===== src/design/ttdb_pkg.sv =====
`timescale 1ns / 1ps
package ttdb_pkg;

	// APB address width: eight 32-bit registers
	localparam int ADDR_W = 5;

	// Request codes
	typedef enum logic [2:0] {
		ACT_TICK          = 3'd0,
		ACT_START_TIMEOUT = 3'd1,
		ACT_ACK_FLAGS     = 3'd2,
		ACT_START_BLINK   = 3'd3,
		ACT_ACK_BUTTON    = 3'd4
	} action_t;

	// Register map, word index
	typedef enum logic [2:0] {
		REG_PERIOD_A = 3'd0,
		REG_PERIOD_B = 3'd1,
		REG_PERIOD_C = 3'd2,
		REG_DEBOUNCE = 3'd3,
		REG_REPEAT   = 3'd4,
		REG_ON       = 3'd5,
		REG_OFF      = 3'd6,
		REG_FOREVER  = 3'd7
	} reg_idx_t;

	// Register reset values
	localparam logic [15:0] RST_PERIOD_A = 16'd250;
	localparam logic [15:0] RST_PERIOD_B = 16'd500;
	localparam logic [15:0] RST_PERIOD_C = 16'd1000;
	localparam logic [7:0]  RST_DEBOUNCE = 8'd30;
	localparam logic [7:0]  RST_REPEAT   = 8'd150;
	localparam logic [15:0] RST_ON       = 16'd50;
	localparam logic [15:0] RST_OFF      = 16'd200;
	localparam logic        RST_FOREVER  = 1'b1;

	typedef struct packed {
		logic [2:0]  action;
		logic        button_level;
		logic [1:0]  timeout_select;
		logic [15:0] timeout_length;
		logic [2:0]  flag_clear_mask;
		logic        blink_led;
		logic [7:0]  blink_count;
	} cmd_t;

	typedef struct packed {
		logic [2:0]  period_flags;
		logic [2:0]  timeouts_done;
		logic        button_pressed;
		logic [15:0] press_time;
		logic        repeat_ready;
		logic        red_light;
		logic        green_light;
	} rsp_t;

endpackage


===== src/design/tick_timers_debounce_blinker.sv =====
`timescale 1ns / 1ps
// Channel   Signals                          Direction  Moves
// cmd       cmd_valid / cmd_ready / cmd      in         one request (tick or event)
// rsp       rsp_valid / rsp_ready / rsp      out        status after that request
// apb       psel penable pwrite paddr ...    in/out     register writes and reads
//
// One request per cycle while rsp_ready stays high; request register, then result register.
// Every request is handled in a single pass of counters and compares in stage 1.
// rsp_ready low holds the result; stage 1 takes one request if empty, then cmd_ready drops.
// arst_n resets block state and loads the register reset values; no clearing pass is needed.
module tick_timers_debounce_blinker
	import ttdb_pkg::*;
#(
	parameter int NUM_TIMEOUTS = 3,
	parameter int COUNT_WIDTH  = 16
) (
	input  logic              clk,
	input  logic              arst_n,
	input  logic              cmd_valid,
	output logic              cmd_ready,
	input  cmd_t              cmd,
	output logic              rsp_valid,
	input  logic              rsp_ready,
	output rsp_t              rsp,
	input  logic              psel,
	input  logic              penable,
	input  logic              pwrite,
	input  logic [ADDR_W-1:0] paddr,
	input  logic [31:0]       pwdata,
	output logic [31:0]       prdata,
	output logic              pready
);

	localparam int CMP_W = (COUNT_WIDTH > 16) ? COUNT_WIDTH : 16;
	localparam int TO_W  = (NUM_TIMEOUTS > 3) ? NUM_TIMEOUTS : 3;
	localparam logic [COUNT_WIDTH-1:0] CNT_MAX = {COUNT_WIDTH{1'b1}};

	// Configuration registers
	logic [15:0] period_q [3];
	logic [7:0]  debounce_q;
	logic [7:0]  repeat_ticks_q;
	logic [15:0] on_q;
	logic [15:0] off_q;
	logic        forever_q;

	// Block state
	logic [COUNT_WIDTH-1:0]  per_cnt_q [3];
	logic [COUNT_WIDTH-1:0]  per_cnt_d [3];
	logic [2:0]              flags_q, flags_d;
	logic [COUNT_WIDTH-1:0]  to_cnt_q [NUM_TIMEOUTS];
	logic [COUNT_WIDTH-1:0]  to_cnt_d [NUM_TIMEOUTS];
	logic [15:0]             to_len_q [NUM_TIMEOUTS];
	logic [15:0]             to_len_d [NUM_TIMEOUTS];
	logic [NUM_TIMEOUTS-1:0] to_done_q, to_done_d;
	logic [TO_W-1:0]         to_done_ext;
	logic [7:0]              low_run_q, low_run_d;
	logic [7:0]              high_run_q, high_run_d;
	logic                    pressed_q, pressed_d;
	logic [15:0]             press_q, press_d;
	logic [7:0]              rep_cnt_q, rep_cnt_d;
	logic                    rep_flag_q, rep_flag_d;
	logic [COUNT_WIDTH-1:0]  ph_cnt_q [2];
	logic [COUNT_WIDTH-1:0]  ph_cnt_d [2];
	logic [7:0]              bdone_q [2];
	logic [7:0]              bdone_d [2];
	logic [7:0]              btgt_q [2];
	logic [7:0]              btgt_d [2];
	logic [1:0]              bact_q, bact_d;
	logic                    phase_on_q, phase_on_d;
	logic [1:0]              light_q, light_d;

	// Pipeline
	logic valid_s1;
	cmd_t cmd_s1;
	logic rsp_valid_q;
	rsp_t rsp_q, rsp_d;
	logic adv, step, cfg_wr;

	// Handshake: the result register parts the two sides
	assign adv       = !rsp_valid_q || rsp_ready;
	assign cmd_ready = !valid_s1 || adv;
	assign step      = valid_s1 && adv;
	assign rsp_valid = rsp_valid_q;
	assign rsp       = rsp_q;

	always_ff @(posedge clk or negedge arst_n) begin
		if (!arst_n) begin
			valid_s1    <= 1'b0;
			rsp_valid_q <= 1'b0;
		end else begin
			if (cmd_ready)
				valid_s1 <= cmd_valid;
			if (adv)
				rsp_valid_q <= valid_s1;
		end
	end

	always_ff @(posedge clk) begin
		if (cmd_valid && cmd_ready)
			cmd_s1 <= cmd;
		if (step)
			rsp_q <= rsp_d;
	end

	// APB register file
	assign pready = 1'b1;
	assign cfg_wr = psel && penable && pwrite;

	always_ff @(posedge clk or negedge arst_n) begin
		if (!arst_n) begin
			period_q[0]    <= RST_PERIOD_A;
			period_q[1]    <= RST_PERIOD_B;
			period_q[2]    <= RST_PERIOD_C;
			debounce_q     <= RST_DEBOUNCE;
			repeat_ticks_q <= RST_REPEAT;
			on_q           <= RST_ON;
			off_q          <= RST_OFF;
			forever_q      <= RST_FOREVER;
		end else if (cfg_wr) begin
			case (reg_idx_t'(paddr[ADDR_W-1:2]))
				REG_PERIOD_A: period_q[0]    <= pwdata[15:0];
				REG_PERIOD_B: period_q[1]    <= pwdata[15:0];
				REG_PERIOD_C: period_q[2]    <= pwdata[15:0];
				REG_DEBOUNCE: debounce_q     <= pwdata[7:0];
				REG_REPEAT:   repeat_ticks_q <= pwdata[7:0];
				REG_ON:       on_q           <= pwdata[15:0];
				REG_OFF:      off_q          <= pwdata[15:0];
				REG_FOREVER:  forever_q      <= pwdata[0];
				default: ;
			endcase
		end
	end

	always_comb begin
		case (reg_idx_t'(paddr[ADDR_W-1:2]))
			REG_PERIOD_A: prdata = {16'd0, period_q[0]};
			REG_PERIOD_B: prdata = {16'd0, period_q[1]};
			REG_PERIOD_C: prdata = {16'd0, period_q[2]};
			REG_DEBOUNCE: prdata = {24'd0, debounce_q};
			REG_REPEAT:   prdata = {24'd0, repeat_ticks_q};
			REG_ON:       prdata = {16'd0, on_q};
			REG_OFF:      prdata = {16'd0, off_q};
			REG_FOREVER:  prdata = {31'd0, forever_q};
			default:      prdata = 32'd0;
		endcase
	end

	// Stage 1: next state for the request in the request register
	always_comb begin
		per_cnt_d  = per_cnt_q;
		flags_d    = flags_q;
		to_cnt_d   = to_cnt_q;
		to_len_d   = to_len_q;
		to_done_d  = to_done_q;
		low_run_d  = low_run_q;
		high_run_d = high_run_q;
		pressed_d  = pressed_q;
		press_d    = press_q;
		rep_cnt_d  = rep_cnt_q;
		rep_flag_d = rep_flag_q;
		ph_cnt_d   = ph_cnt_q;
		bdone_d    = bdone_q;
		btgt_d     = btgt_q;
		bact_d     = bact_q;
		phase_on_d = phase_on_q;
		light_d    = light_q;

		case (action_t'(cmd_s1.action))
			ACT_TICK: begin
				// periodic flags
				for (int k = 0; k < 3; k++) begin
					if (per_cnt_d[k] != CNT_MAX)
						per_cnt_d[k] = per_cnt_d[k] + 1'b1;
					if (CMP_W'(per_cnt_d[k]) >= CMP_W'(period_q[k])) begin
						per_cnt_d[k] = '0;
						flags_d[k]   = 1'b1;
					end
				end
				// one-shot timeouts
				for (int i = 0; i < NUM_TIMEOUTS; i++) begin
					if (!to_done_q[i]) begin
						if (to_cnt_d[i] != CNT_MAX)
							to_cnt_d[i] = to_cnt_d[i] + 1'b1;
						if (CMP_W'(to_cnt_d[i]) >= CMP_W'(to_len_q[i]))
							to_done_d[i] = 1'b1;
					end
				end
				// debounce, active-low pin
				if (!cmd_s1.button_level) begin
					if (low_run_d != 8'hFF)
						low_run_d = low_run_d + 8'd1;
					high_run_d = 8'd0;
					if (low_run_d >= debounce_q)
						pressed_d = 1'b1;
				end else begin
					if (high_run_d != 8'hFF)
						high_run_d = high_run_d + 8'd1;
					low_run_d = 8'd0;
					if (high_run_d >= debounce_q)
						pressed_d = 1'b0;
				end
				// press time
				if (pressed_d && press_d != 16'hFFFF)
					press_d = press_d + 16'd1;
				// repeat delay, wrapping counter
				if (!rep_flag_q) begin
					rep_cnt_d = rep_cnt_q + 8'd1;
					if (rep_cnt_d == repeat_ticks_q) begin
						rep_cnt_d  = 8'd0;
						rep_flag_d = 1'b1;
					end
				end
				// blinkers: red first, green sees the phase red left
				for (int k = 0; k < 2; k++) begin
					if (bact_d[k]) begin
						if (ph_cnt_d[k] != CNT_MAX)
							ph_cnt_d[k] = ph_cnt_d[k] + 1'b1;
						if (phase_on_d) begin
							if (CMP_W'(ph_cnt_d[k]) >= CMP_W'(on_q)) begin
								phase_on_d  = 1'b0;
								ph_cnt_d[k] = '0;
								light_d     = 2'b00;
							end
						end else if (CMP_W'(ph_cnt_d[k]) >= CMP_W'(off_q)) begin
							if (bdone_d[k] != 8'hFF)
								bdone_d[k] = bdone_d[k] + 8'd1;
							phase_on_d  = 1'b1;
							ph_cnt_d[k] = '0;
							if (bdone_d[k] >= btgt_d[k] && !forever_q) begin
								bact_d[k]  = 1'b0;
								bdone_d[k] = 8'd0;
							end else begin
								light_d[k] = 1'b1;
							end
						end
					end
				end
			end
			ACT_START_TIMEOUT: begin
				// a select beyond the timeout count matches none
				for (int i = 0; i < NUM_TIMEOUTS; i++) begin
					if (32'(cmd_s1.timeout_select) == i) begin
						to_len_d[i]  = cmd_s1.timeout_length;
						to_cnt_d[i]  = '0;
						to_done_d[i] = 1'b0;
					end
				end
			end
			ACT_ACK_FLAGS: begin
				flags_d = flags_q & ~cmd_s1.flag_clear_mask;
			end
			ACT_START_BLINK: begin
				bact_d[cmd_s1.blink_led]   = 1'b1;
				ph_cnt_d[cmd_s1.blink_led] = '0;
				bdone_d[cmd_s1.blink_led]  = 8'd0;
				btgt_d[cmd_s1.blink_led]   = cmd_s1.blink_count;
				phase_on_d                 = 1'b1;
				light_d[cmd_s1.blink_led]  = 1'b1;
			end
			ACT_ACK_BUTTON: begin
				press_d    = 16'd0;
				rep_cnt_d  = 8'd0;
				rep_flag_d = 1'b0;
			end
			default: ;
		endcase
	end

	// Result from the updated state
	assign to_done_ext = TO_W'(to_done_d);

	always_comb begin
		rsp_d.period_flags   = flags_d;
		rsp_d.timeouts_done  = to_done_ext[2:0];
		rsp_d.button_pressed = pressed_d;
		rsp_d.press_time     = press_d;
		rsp_d.repeat_ready   = rep_flag_d;
		rsp_d.red_light      = light_d[0];
		rsp_d.green_light    = light_d[1];
	end

	// State update once per request
	always_ff @(posedge clk or negedge arst_n) begin
		if (!arst_n) begin
			for (int k = 0; k < 3; k++)
				per_cnt_q[k] <= '0;
			flags_q <= 3'd0;
			for (int i = 0; i < NUM_TIMEOUTS; i++) begin
				to_cnt_q[i] <= '0;
				to_len_q[i] <= 16'd0;
			end
			to_done_q  <= '1;
			low_run_q  <= 8'd0;
			high_run_q <= 8'd0;
			pressed_q  <= 1'b0;
			press_q    <= 16'd0;
			rep_cnt_q  <= 8'd0;
			rep_flag_q <= 1'b0;
			for (int k = 0; k < 2; k++) begin
				ph_cnt_q[k] <= '0;
				bdone_q[k]  <= 8'd0;
				btgt_q[k]   <= 8'd0;
			end
			bact_q     <= 2'b00;
			phase_on_q <= 1'b1;
			light_q    <= 2'b00;
		end else if (step) begin
			per_cnt_q  <= per_cnt_d;
			flags_q    <= flags_d;
			to_cnt_q   <= to_cnt_d;
			to_len_q   <= to_len_d;
			to_done_q  <= to_done_d;
			low_run_q  <= low_run_d;
			high_run_q <= high_run_d;
			pressed_q  <= pressed_d;
			press_q    <= press_d;
			rep_cnt_q  <= rep_cnt_d;
			rep_flag_q <= rep_flag_d;
			ph_cnt_q   <= ph_cnt_d;
			bdone_q    <= bdone_d;
			btgt_q     <= btgt_d;
			bact_q     <= bact_d;
			phase_on_q <= phase_on_d;
			light_q    <= light_d;
		end
	end

endmodule


===== config.mk =====
export PLATFORM = sky130hd
export DESIGN_NAME = tick_timers_debounce_blinker
export DESIGN_NICKNAME = d
export VERILOG_FILES = /design/src/design/ttdb_pkg.sv /design/src/design/tick_timers_debounce_blinker.sv
export SDC_FILE = /design/constraint.sdc
export NUM_CORES = 1
export LEC_CHECK = 0
export BUFFER_PORTS_ARGS = -buffer_cell sky130_fd_sc_hd__buf_2
export CORE_MARGIN = 8
export CORE_UTILIZATION = 67
export CTS_CLUSTER_SIZE = 16
export DETAILED_ROUTE_END_ITERATION = 10
export PLACE_DENSITY = 0.83
export SLEW_MARGIN = 20
export SYNTH_ARGS = -nofsm -noshare
export SYNTH_HDL_FRONTEND = slang
export SYNTH_SLANG_ARGS = --single-unit

===== constraint.sdc =====
create_clock -name clk -period 7.28 [get_ports clk]
set_clock_uncertainty 0.05 [all_clocks]
set_input_delay 0.728 -clock clk [delete_from_list [all_inputs] [get_ports clk]]
set_output_delay 0.728 -clock clk [all_outputs]
set_load 0.1 [all_outputs]

==> metrics, run 1 <==
via count=21500; initial antenna violation count=0; core area=38400 um2; Routed WL=66.3 mm; crit path time final=5490 ps; Setup WS post-layout=1790 ps; TNS Setup=0 ps; Area Overhead vs Synth=8.98%; top post-synthesis cells by area=dfrtp_1 31%, ha_1 10%, edfxtp_1 7.0%; CTS tree=yes; vias per std cell=6.42; clock slew at reported path FFs=60 ps; final hold viol count=0; PwrDens=266 nW/um2; die area=45100 um2; # hold bufs at CTS=0; Slew Limit Fails=0; CTS Buffer Depth=3; flops & latches, synth=420; drt first pass iters=6; RSZ-0062 raised after global routing=false; vias in the first global route=21100; GRT Total Usage=29.3%; Site Rows=72; CP max FO=23; Ys Warns=0; status=finished, final reports clean; initial DRC count=2255; dpl cells=3267; Detail Placement HPWL=47.5 mm; Cell variety after synth=81; Seq/Total Area, Yosys=42.0%; Synth Flop Type=dfrtp_1; met1 routing resource usage after global routing=37.1%; largest net degree at the start of global routing=146; fin crit share=75.4%; Switching Share=34.0%; worst hold-check path type=in -> async; fillers=2784; CTS Buf Count=46; GRT overflow=0; top cell type's share of synthesized area=31.3%; critical path arrival=5930 ps; MaxCap Viol Count=0; number of remaining DRC errors=0; H-tree depth=2; Reg power frac=40.9%; number of routed nets with antenna violations=0; cell chosen for the clock root=clkbuf_16; Setup Fix Bufs, Post-CTS=0; TritonCTS sink count=420; average wire per standard cell=19.8 um; busiest grt layer=met2; number of synthesized flops with an enable pin=60; DIE WIDTH=212 um; Req. time, crit path=7720 ps; Psw=2.55 mW; share of post-route cells with drive strength above 1=12.3%; Starting Density=67.3%; internal power=4.95 mW; Worst VDD drop=0.000256 V; fin nets=3081; dpl cell area=26600 um2; leakage=13.0 nW; Fmax=182 MHz; routability cong.=0.936; asr flop ratio synth=85.7%; PortBufs=103; Die Ht=212 um; pre-CTS setup slack=2020 ps; Clock Latency Late Sink=580 ps; met2 GRT Util=50.3%; clock power share=31.9%; post-cts gate resize count=0; first-pass GRT wire length=107 mm; IO Pins=139; non-filler cells, final=3351; critical setup path kind=reg -> reg; met3 usage=4.60%; Crit. End Element=flip-flop; Slew HR=22.1%; Avg Inst Size Synth=9.38 um2; Gate Count Post-Synth=2752; cell taking the most area after synthesis=dfrtp_1; mapped cell area=25800 um2; Setup violations, final=0; Comb pwr share=27.2%; fin area=28100 um2; CP Launch Type=flip-flop; diode count=0; worst-margin pin slew=1160 ps
-- logic make-up after synthesis --
group | share of synthesized area [%]
buf+inv | 4.78
mux | 5.12
other cells | 0.0291
fa+ha+maj | 9.98
compound gates | 17.4
flops | 42.0
simple gates | 17.0
xor+xnor | 3.60
-- stage by stage --
stage                     util, %  hold slack [ps]  power [mW]
after floorplan                 -              382        4.54
after global placement       69.3              417        4.97
after detailed placement     69.3              428        5.10
after CTS                    73.3              115        7.50
after global routing         73.3              114        7.89
final                        73.3             72.4        7.50
-- metal layers --
metal,wire length [um],share of wire [%]
met1,26900,41
met2,32600,49
met3,4410,6.7
met4,2340,3.5
met5,0,0
-- state kept, by name, summed over array words and instances (netlist names), 26 cells and up --
name       flops
per_cnt_q     48
rsp           26
to_len_q      48
to_cnt_q      48
cmd_s1        34
ph_cnt_q      32
period_q      48
-- critical path, cell delays in order (launching register included) --
cell and delay, ps:
dfrtp_1 450, ha_1 240, nand3_1 240, nor3_1 610
nor2_1 250, and3_1 290, xor2_1 350, ha_1 340
a21o_1 190, a221oi_1 360, o21bai_1 190, o211ai_1 460
o311a_4 350, mux2i_4 610, o21ai_0 220, a31oi_1 200
-- final cells by class --
| type | count | area [um2] | share of cell area (%) |
|---|---|---|---|
| Clock inverter | 20 | 250 | 0.889 |
| Multi-Input combinational cell | 2042 | 13800 | 49.2 |
| Tap cell | 518 | 648 | 2.30 |
| Timing Repair Buffer | 114 | 621 | 2.21 |
| Sequential cell | 420 | 10900 | 38.6 |
| Inverter | 173 | 649 | 2.31 |
| Clock buffer | 64 | 1280 | 4.54 |
-- worst paths after layout --
kind / cells past startpoint / start / slack (ps) / to
setup / recovery: 15 / ph_cnt_q[16] / 1790 / ph_cnt_q[7]
max in group asynchronous: 2 / arst_n / 5740 / ph_cnt_q[13]
hold / removal: 1 / arst_n / 70 / per_cnt_q[47]
setup reg to reg: 15 / ph_cnt_q[16] / 1790 / ph_cnt_q[7]
min in group clk: 1 / cmd[4] / 270 / cmd_s1[4]
hold reg to reg: 1 / to_cnt_q[27] / 430 / to_cnt_q[27]
-- synth_stat cells (16+ instances only) --
| cell type | n |
|---|---|
| xnor2_1 | 67 |
| a21oi_1 | 135 |
| nand2_1 | 319 |
| xor2_1 | 39 |
| a21o_1 | 65 |
| ha_1 | 206 |
| dfstp_2 | 37 |
| o21ai_0 | 240 |
| and3_1 | 39 |
| inv_1 | 172 |
| o31ai_1 | 19 |
| nor2_1 | 150 |
| nor2b_1 | 19 |
| o21a_1 | 20 |
| o211ai_1 | 18 |
| or3_1 | 31 |
| and2_1 | 21 |
| a22o_1 | 79 |
| buf_4 | 18 |
| mux2_2 | 87 |
| edfxtp_1 | 60 |
| nor3_1 | 33 |
| clkbuf_1 | 86 |
| a31oi_1 | 27 |
| nand2b_1 | 38 |
| mux2i_1 | 23 |
| nand3_1 | 100 |
| nand4_1 | 63 |
| and4_1 | 16 |
| dfrtp_1 | 323 |
| or4_1 | 18 |
| buf_2 | 18 |
-- cell usage in the layout, fill, tap and decap left out, types with 63 or more instances in the layout --
master and n:
a21o_1 65, inv_1 171, nand3_1 100, nor2_1 146, nand2_1 318, a21oi_1 135, dfrtp_1 323, xnor2_1 67
mux2_2 87, buf_2 102, nand4_1 63, o21ai_0 239, a22o_1 79, ha_1 206
-- power by group through the flow --
stage               clock network, mW  logic (mW)  registers [mW]
detailed placement                  0        2.01            3.09
global placement                    0        1.90            3.07
floorplan                           0        1.44            3.11
finish                           2.39        2.04            3.06
global route                     2.52        2.27            3.10
CTS                              2.41        2.03            3.05
Note: power is estimated with default switching activity, not from simulation.
==> run 2, diff against run 1 <==
Settings changed: CORE_UTILIZATION 67 to 62, PLACE_DENSITY 0.83 to 0.78.
Clock period 7.28 ns to 5.19 ns, I/O delays scaled along.
==> run 2 against run 1 <==
  * Wire length fell by 1.5%
  * Setup slack got worse by 1400 ps
  * Sequential power rose by 41%
  * First-iteration DRC count fell by 16%
  * Combinational power rose by 40%
  * Critical path depth did not move
  * Sequential share of layout area fell by 0.22 points
  * Worst hold slack got worse by 26 ps
==> metrics, run 2 (same netlist as run 1, synthesis figures left out) <==
fin nets=3092 (+0.36%); Req. time, crit path=5640 ps (-2080 ps); worst-margin pin slew=1200 ps (+32.4 ps); Detail Placement HPWL=46.9 mm (-1.3%); PwrDens=376 nW/um2 (+41%); vias per std cell=6.27 (-2.4%); share of post-route cells with drive strength above 1=12.7% (+0.44 points); GRT overflow=0 (unchanged); non-filler cells, final=3379 (+0.84%); drt first pass iters=6 (unchanged); clock slew at reported path FFs=60 ps (about the same); fin area=28300 um2 (+0.57%); worst hold-check path type=in -> reg; initial DRC count=1896 (-16%); total chip power=10.6 mW (+42%); initial antenna violation count=1 (+1); Crit. End Element=flip-flop; peak per-stage delay on the critical path=530 ps (-80 ps); PortBufs=103 (unchanged); slowest CP cell=mux2i_4; Final Core Density=69.0% (-4.3 points); cell chosen for the clock root=clkbuf_16; Worst VDD drop=0.000329 V (+29%); Worst Hold Depth=1; Routed WL=65.3 mm (-1.5%); leakage=13.1 nW (+0.58%); Die Ht=220 um (+3.7%); Area Overhead vs Synth=9.60%; dpl cells=3290 (+0.70%); MaxCap Viol Count=0 (unchanged); fillers=3115 (+12%); Setup Fix Bufs, Post-CTS=0 (unchanged); critical path arrival=5230 ps (-700 ps); via count=21200 (-1.6%); average wire per standard cell=19.3 um (-2.4%); CP most frequent cell=ha_1; largest net degree at the start of global routing=132 (-9.6%); GRT Total Usage=27.0% (-2.3 points); final hold viol count=0 (unchanged); delay-heaviest family, CP=compound AO/OA/AOI/OAI gates; CP max FO=18 (-22%); r2r worst-path depth=15 (unchanged); RSZ-0062 raised after global routing=false; CP bufs+invs=0 (unchanged); first-pass GRT wire length=106 mm (-1.5%); Site Rows=74 (+2.8%); Clock Latency Late Sink=600 ps (+20 ps); fin crit share=92.0% (+17 points); number of remaining DRC errors=0 (unchanged); CP Launch Type=flip-flop; Starting Density=63.0% (-4.3 points); IO Pins=139 (unchanged); most common cell after layout, fill and taps aside=dfrtp_1; vias in the first global route=20500 (-2.9%); status=finished, final reports clean; die area=48400 um2 (+7.4%); H-tree depth=2 (unchanged); Fmax=209 MHz (+15%); CTS Buf Count=47 (+2.2%); routability cong.=0.899 (-4.0%); crit path time final=4770 ps (-715 ps); DIE WIDTH=220 um (+3.7%); CTS Buffer Depth=3 (unchanged); TNS Setup=0 ps (unchanged); critical setup path kind=reg -> reg; commonest non-fill, non-tap cells in the layout=323 x dfrtp_1, 318 x nand2_1, 239 x o21ai_0; worst path cell trace=ha_1, nand3_1, nor3_1, nor2_1, and3_1, xor2_1, ha_1, a21o_1, a221oi_1, o21bai_1, o211ai_1, o311a_4, mux2i_4, o21ai_0, a31oi_1; Setup violations, final=0 (unchanged); Slew HR=19.8% (-2.3 points); number of routed nets with antenna violations=0 (unchanged); CTS tree=yes; core area=41000 um2 (+6.9%); Worst path depth=15 (unchanged); Slew Limit Fails=0 (unchanged); dpl cell area=26700 um2 (+0.33%); TritonCTS sink count=420 (unchanged)
-- run 2: changes by cell type in the layout (fill, tap and decap cells not counted), sizes merged --
cell         previous run  this run
buf                   114       123
clkbuf                 64        61
clkinvlp                3         6
inv                   172       174
bufinv                  5         6
diode                   0         1
dlygate4sd3             0         1
-- run 2: what timing repair did --
| action | CTS | global route |
|---|---|---|
| resized for setup | 0 | 0 |
| endpoints found under the hold margin | 65 | 0 |
| setup endpoints to repair | 0 | 0 |
| hold buffers | 1 | 0 |
-- run 2: per-stage QoR --
step                hold WS (ps)  worst slack [ps]
floorplan                    173              1240
global placement             424               657
detailed placement           436               558
CTS                         24.6               526
global route                28.3               125
finish                      46.5               416
-- run 2: worst paths after layout --
path | start | end | slack [ps]
max | ph_cnt_q[16] | ph_cnt_q[7] | 420
min | cmd[27] | cmd_s1[27] | 50
max reg2reg | ph_cnt_q[16] | ph_cnt_q[7] | 420
min reg2reg | cmd_s1[1] | btgt_q[9] | 440
max in group asynchronous | arst_n | ph_cnt_q[26] | 3280
min in group asynchronous | arst_n | per_cnt_q[42] | 490
-- run 2: layout make-up --
type / instances / area [um2] / area share, %
multi-input combinational: 2042 / 13800 / 48.8
sequential: 420 / 10900 / 38.4
clock buffer: 61 / 1270 / 4.48
timing repair buffer: 124 / 711 / 2.51
tap: 532 / 666 / 2.35
inverter: 173 / 649 / 2.29
clock inverter: 26 / 327 / 1.15
antenna: 1 / 2.50 / 0.00884
-- run 2: power by group --
group / internal, mW / total, mW / leakage (nW) / switching, mW
clock network: 2.04 / 3.47 / 0.763 / 1.43
registers: 3.88 / 4.31 / 5.06 / 0.423
logic: 1.08 / 2.86 / 7.29 / 1.78
-- run 2: metal layers --
| layer | share of wire [%] | GRT usage (%) | up-vias |
|---|---|---|---|
| li1 | - | - | 10000 |
| met1 | 42 | 35.4 | 10300 |
| met2 | 48 | 45.0 | 743 |
| met3 | 6.2 | 3.67 | 145 |
| met4 | 3.5 | 10.6 | 2 |
| met5 | 0.020 | 0 | - |
==> run 3, diff against run 2 <==
Settings changed: RECOVER_POWER set to 50.
==> run 3 against run 2 <==
  * The run now ends with capacitance limit, slew limit left
  * Global-route usage stayed put
  * Final cell count stayed put
  * Register-to-register slack better by 40 ps
  * Cell area is 0.27% lower
  * Clock-buffer cell count stayed put
  * Setup slack better by 38 ps
  * Core utilization is 0.18 points lower
  * Power hardly changed
==> metrics, run 3 (same netlist as run 1, synthesis figures left out) <==
PortBufs=103 (unchanged); initial antenna violation count=1 (unchanged); number of routed nets with antenna violations=0 (unchanged); cell chosen for the clock root=clkbuf_16; Final Core Density=68.8% (-0.18 points); Worst VDD drop=0.000328 V (-0.35%); IO Pins=139 (unchanged); status=finished, violations left; peak per-stage delay on the critical path=520 ps (about the same); CP max FO=18 (unchanged); routability cong.=0.899 (unchanged); Clock Latency Late Sink=600 ps (about the same); RSZ-0062 raised after global routing=false; most common cell after layout, fill and taps aside=dfrtp_1; dpl cell area=26700 um2 (unchanged); critical setup path kind=reg -> reg; critical path arrival=5190 ps (-40 ps); Fmax=211 MHz (+0.81%); share of post-route cells with drive strength above 1=11.4% (-1.3 points); number of remaining DRC errors=0 (unchanged); clock slew at reported path FFs=60 ps (about the same); Setup violations, final=0 (unchanged); MaxCap Viol Count=3 (+3); worst-margin pin slew=2830 ps (+1630 ps); vias in the first global route=20500 (unchanged); CTS Buffer Depth=3 (unchanged); Setup WS post-layout=454 ps (+38.3 ps); initial DRC count=1995 (+5.2%); Setup Fix Bufs, Post-CTS=0 (unchanged); first-pass GRT wire length=106 mm (unchanged); core area=41000 um2 (unchanged); slowest CP cell=mux2i_4; footprint of the multi-input gates=13800 um2 (-0.13%); failing checks=capacitance limit, slew limit; CTS Buf Count=47 (unchanged); Site Rows=74 (unchanged); CP most frequent cell=ha_1; Detail Placement HPWL=46.9 mm (unchanged); fin area=28200 um2 (-0.27%); TNS Setup=0 ps (unchanged); fin crit share=91.2% (-0.74 points); dpl cells=3290 (unchanged); worst path cell trace=ha_1, nand3_1, nor3_1, nor2_1, and3_1, xor2_1, ha_1, a21o_1, a221oi_1, o21bai_1, o211ai_1, o311a_4, mux2i_4, o21ai_0, a31oi_1; leakage=13.0 nW (-0.71%); Die Ht=220 um (unchanged); final hold viol count=0 (unchanged); pre-CTS setup slack=558 ps (unchanged); fin nets=3092 (unchanged); # hold bufs at CTS=1 (unchanged); worst hold-check path type=in -> reg; sequential cell area=10900 um2 (unchanged); commonest non-fill, non-tap cells in the layout=323 x dfrtp_1, 318 x nand2_1, 239 x o21ai_0; Area Overhead vs Synth=9.31%; CP Launch Type=flip-flop; GRT overflow=0 (unchanged); vias per std cell=6.27 (about the same); drt first pass iters=6 (unchanged); Starting Density=63.0% (unchanged); Slew HR=-88.4% (-110 points); Crit. End Element=flip-flop; Req. time, crit path=5650 ps (about the same); CTS tree=yes; die area=48400 um2 (unchanged); average wire per standard cell=19.3 um (+0.13%); non-filler cells, final=3379 (unchanged); post-cts gate resize count=0 (unchanged); fillers=3139 (+0.77%); Slew Limit Fails=183 (+183); via count=21200 (+0.043%); largest net degree at the start of global routing=132 (unchanged); GRT Total Usage=27.0% (unchanged); total chip power=10.6 mW (about the same); crit path time final=4740 ps (-38.3 ps); H-tree depth=2 (unchanged); DIE WIDTH=220 um (unchanged); PwrDens=377 nW/um2 (+0.26%); TritonCTS sink count=420 (unchanged); Fin Hold WS=48.2 ps (+1.69 ps); Routed WL=65.3 mm (+0.13%)
[run 3: worst paths after layout]
kind	from	to	slack, ps	cells past startpoint
max in group asynchronous	arst_n	to_cnt_q[40]	1980	3
max	ph_cnt_q[16]	ph_cnt_q[7]	450	15
max reg2reg	ph_cnt_q[16]	ph_cnt_q[7]	450	15
min reg2reg	cmd_s1[1]	btgt_q[9]	440	2
min in group asynchronous	arst_n	per_cnt_q[42]	1270	2
min	cmd[27]	cmd_s1[27]	50	1
[run 3: worst max-delay path: cells and delay by family (launching register included)]
family	cells	cell delay [ps]
compound gates	7	1820
simple gates	4	960
fa+ha+maj	2	580
mux	1	520
flops	1	440
xor+xnor	1	290
[run 3: cell type report]
class / count / share of cell area [%]
multi-input cells: 2042 / 48.9
flip-flops and latches: 420 / 38.5
clock buffers: 61 / 4.49
well taps: 532 / 2.36
repair buffers: 124 / 2.31
inverters: 173 / 2.30
clock inverters: 26 / 1.16
diodes: 1 / 0.00886
[run 3: routing by layer]
metal	GRT usage (%)	routed length [um]	part of all wire, %	up-vias
met5	0	13	0.020	-
met4	10.6	2280	3.5	2
met3	3.67	3740	5.7	145
met2	45.0	31700	48	696
met1	35.4	27600	42	10300
li1	-	-	-	10000
[run 3: power by group]
part	internal (mW)	switching, mW
Combinational	1.08	1.78
Sequential	3.89	0.425
Clock	2.04	1.43
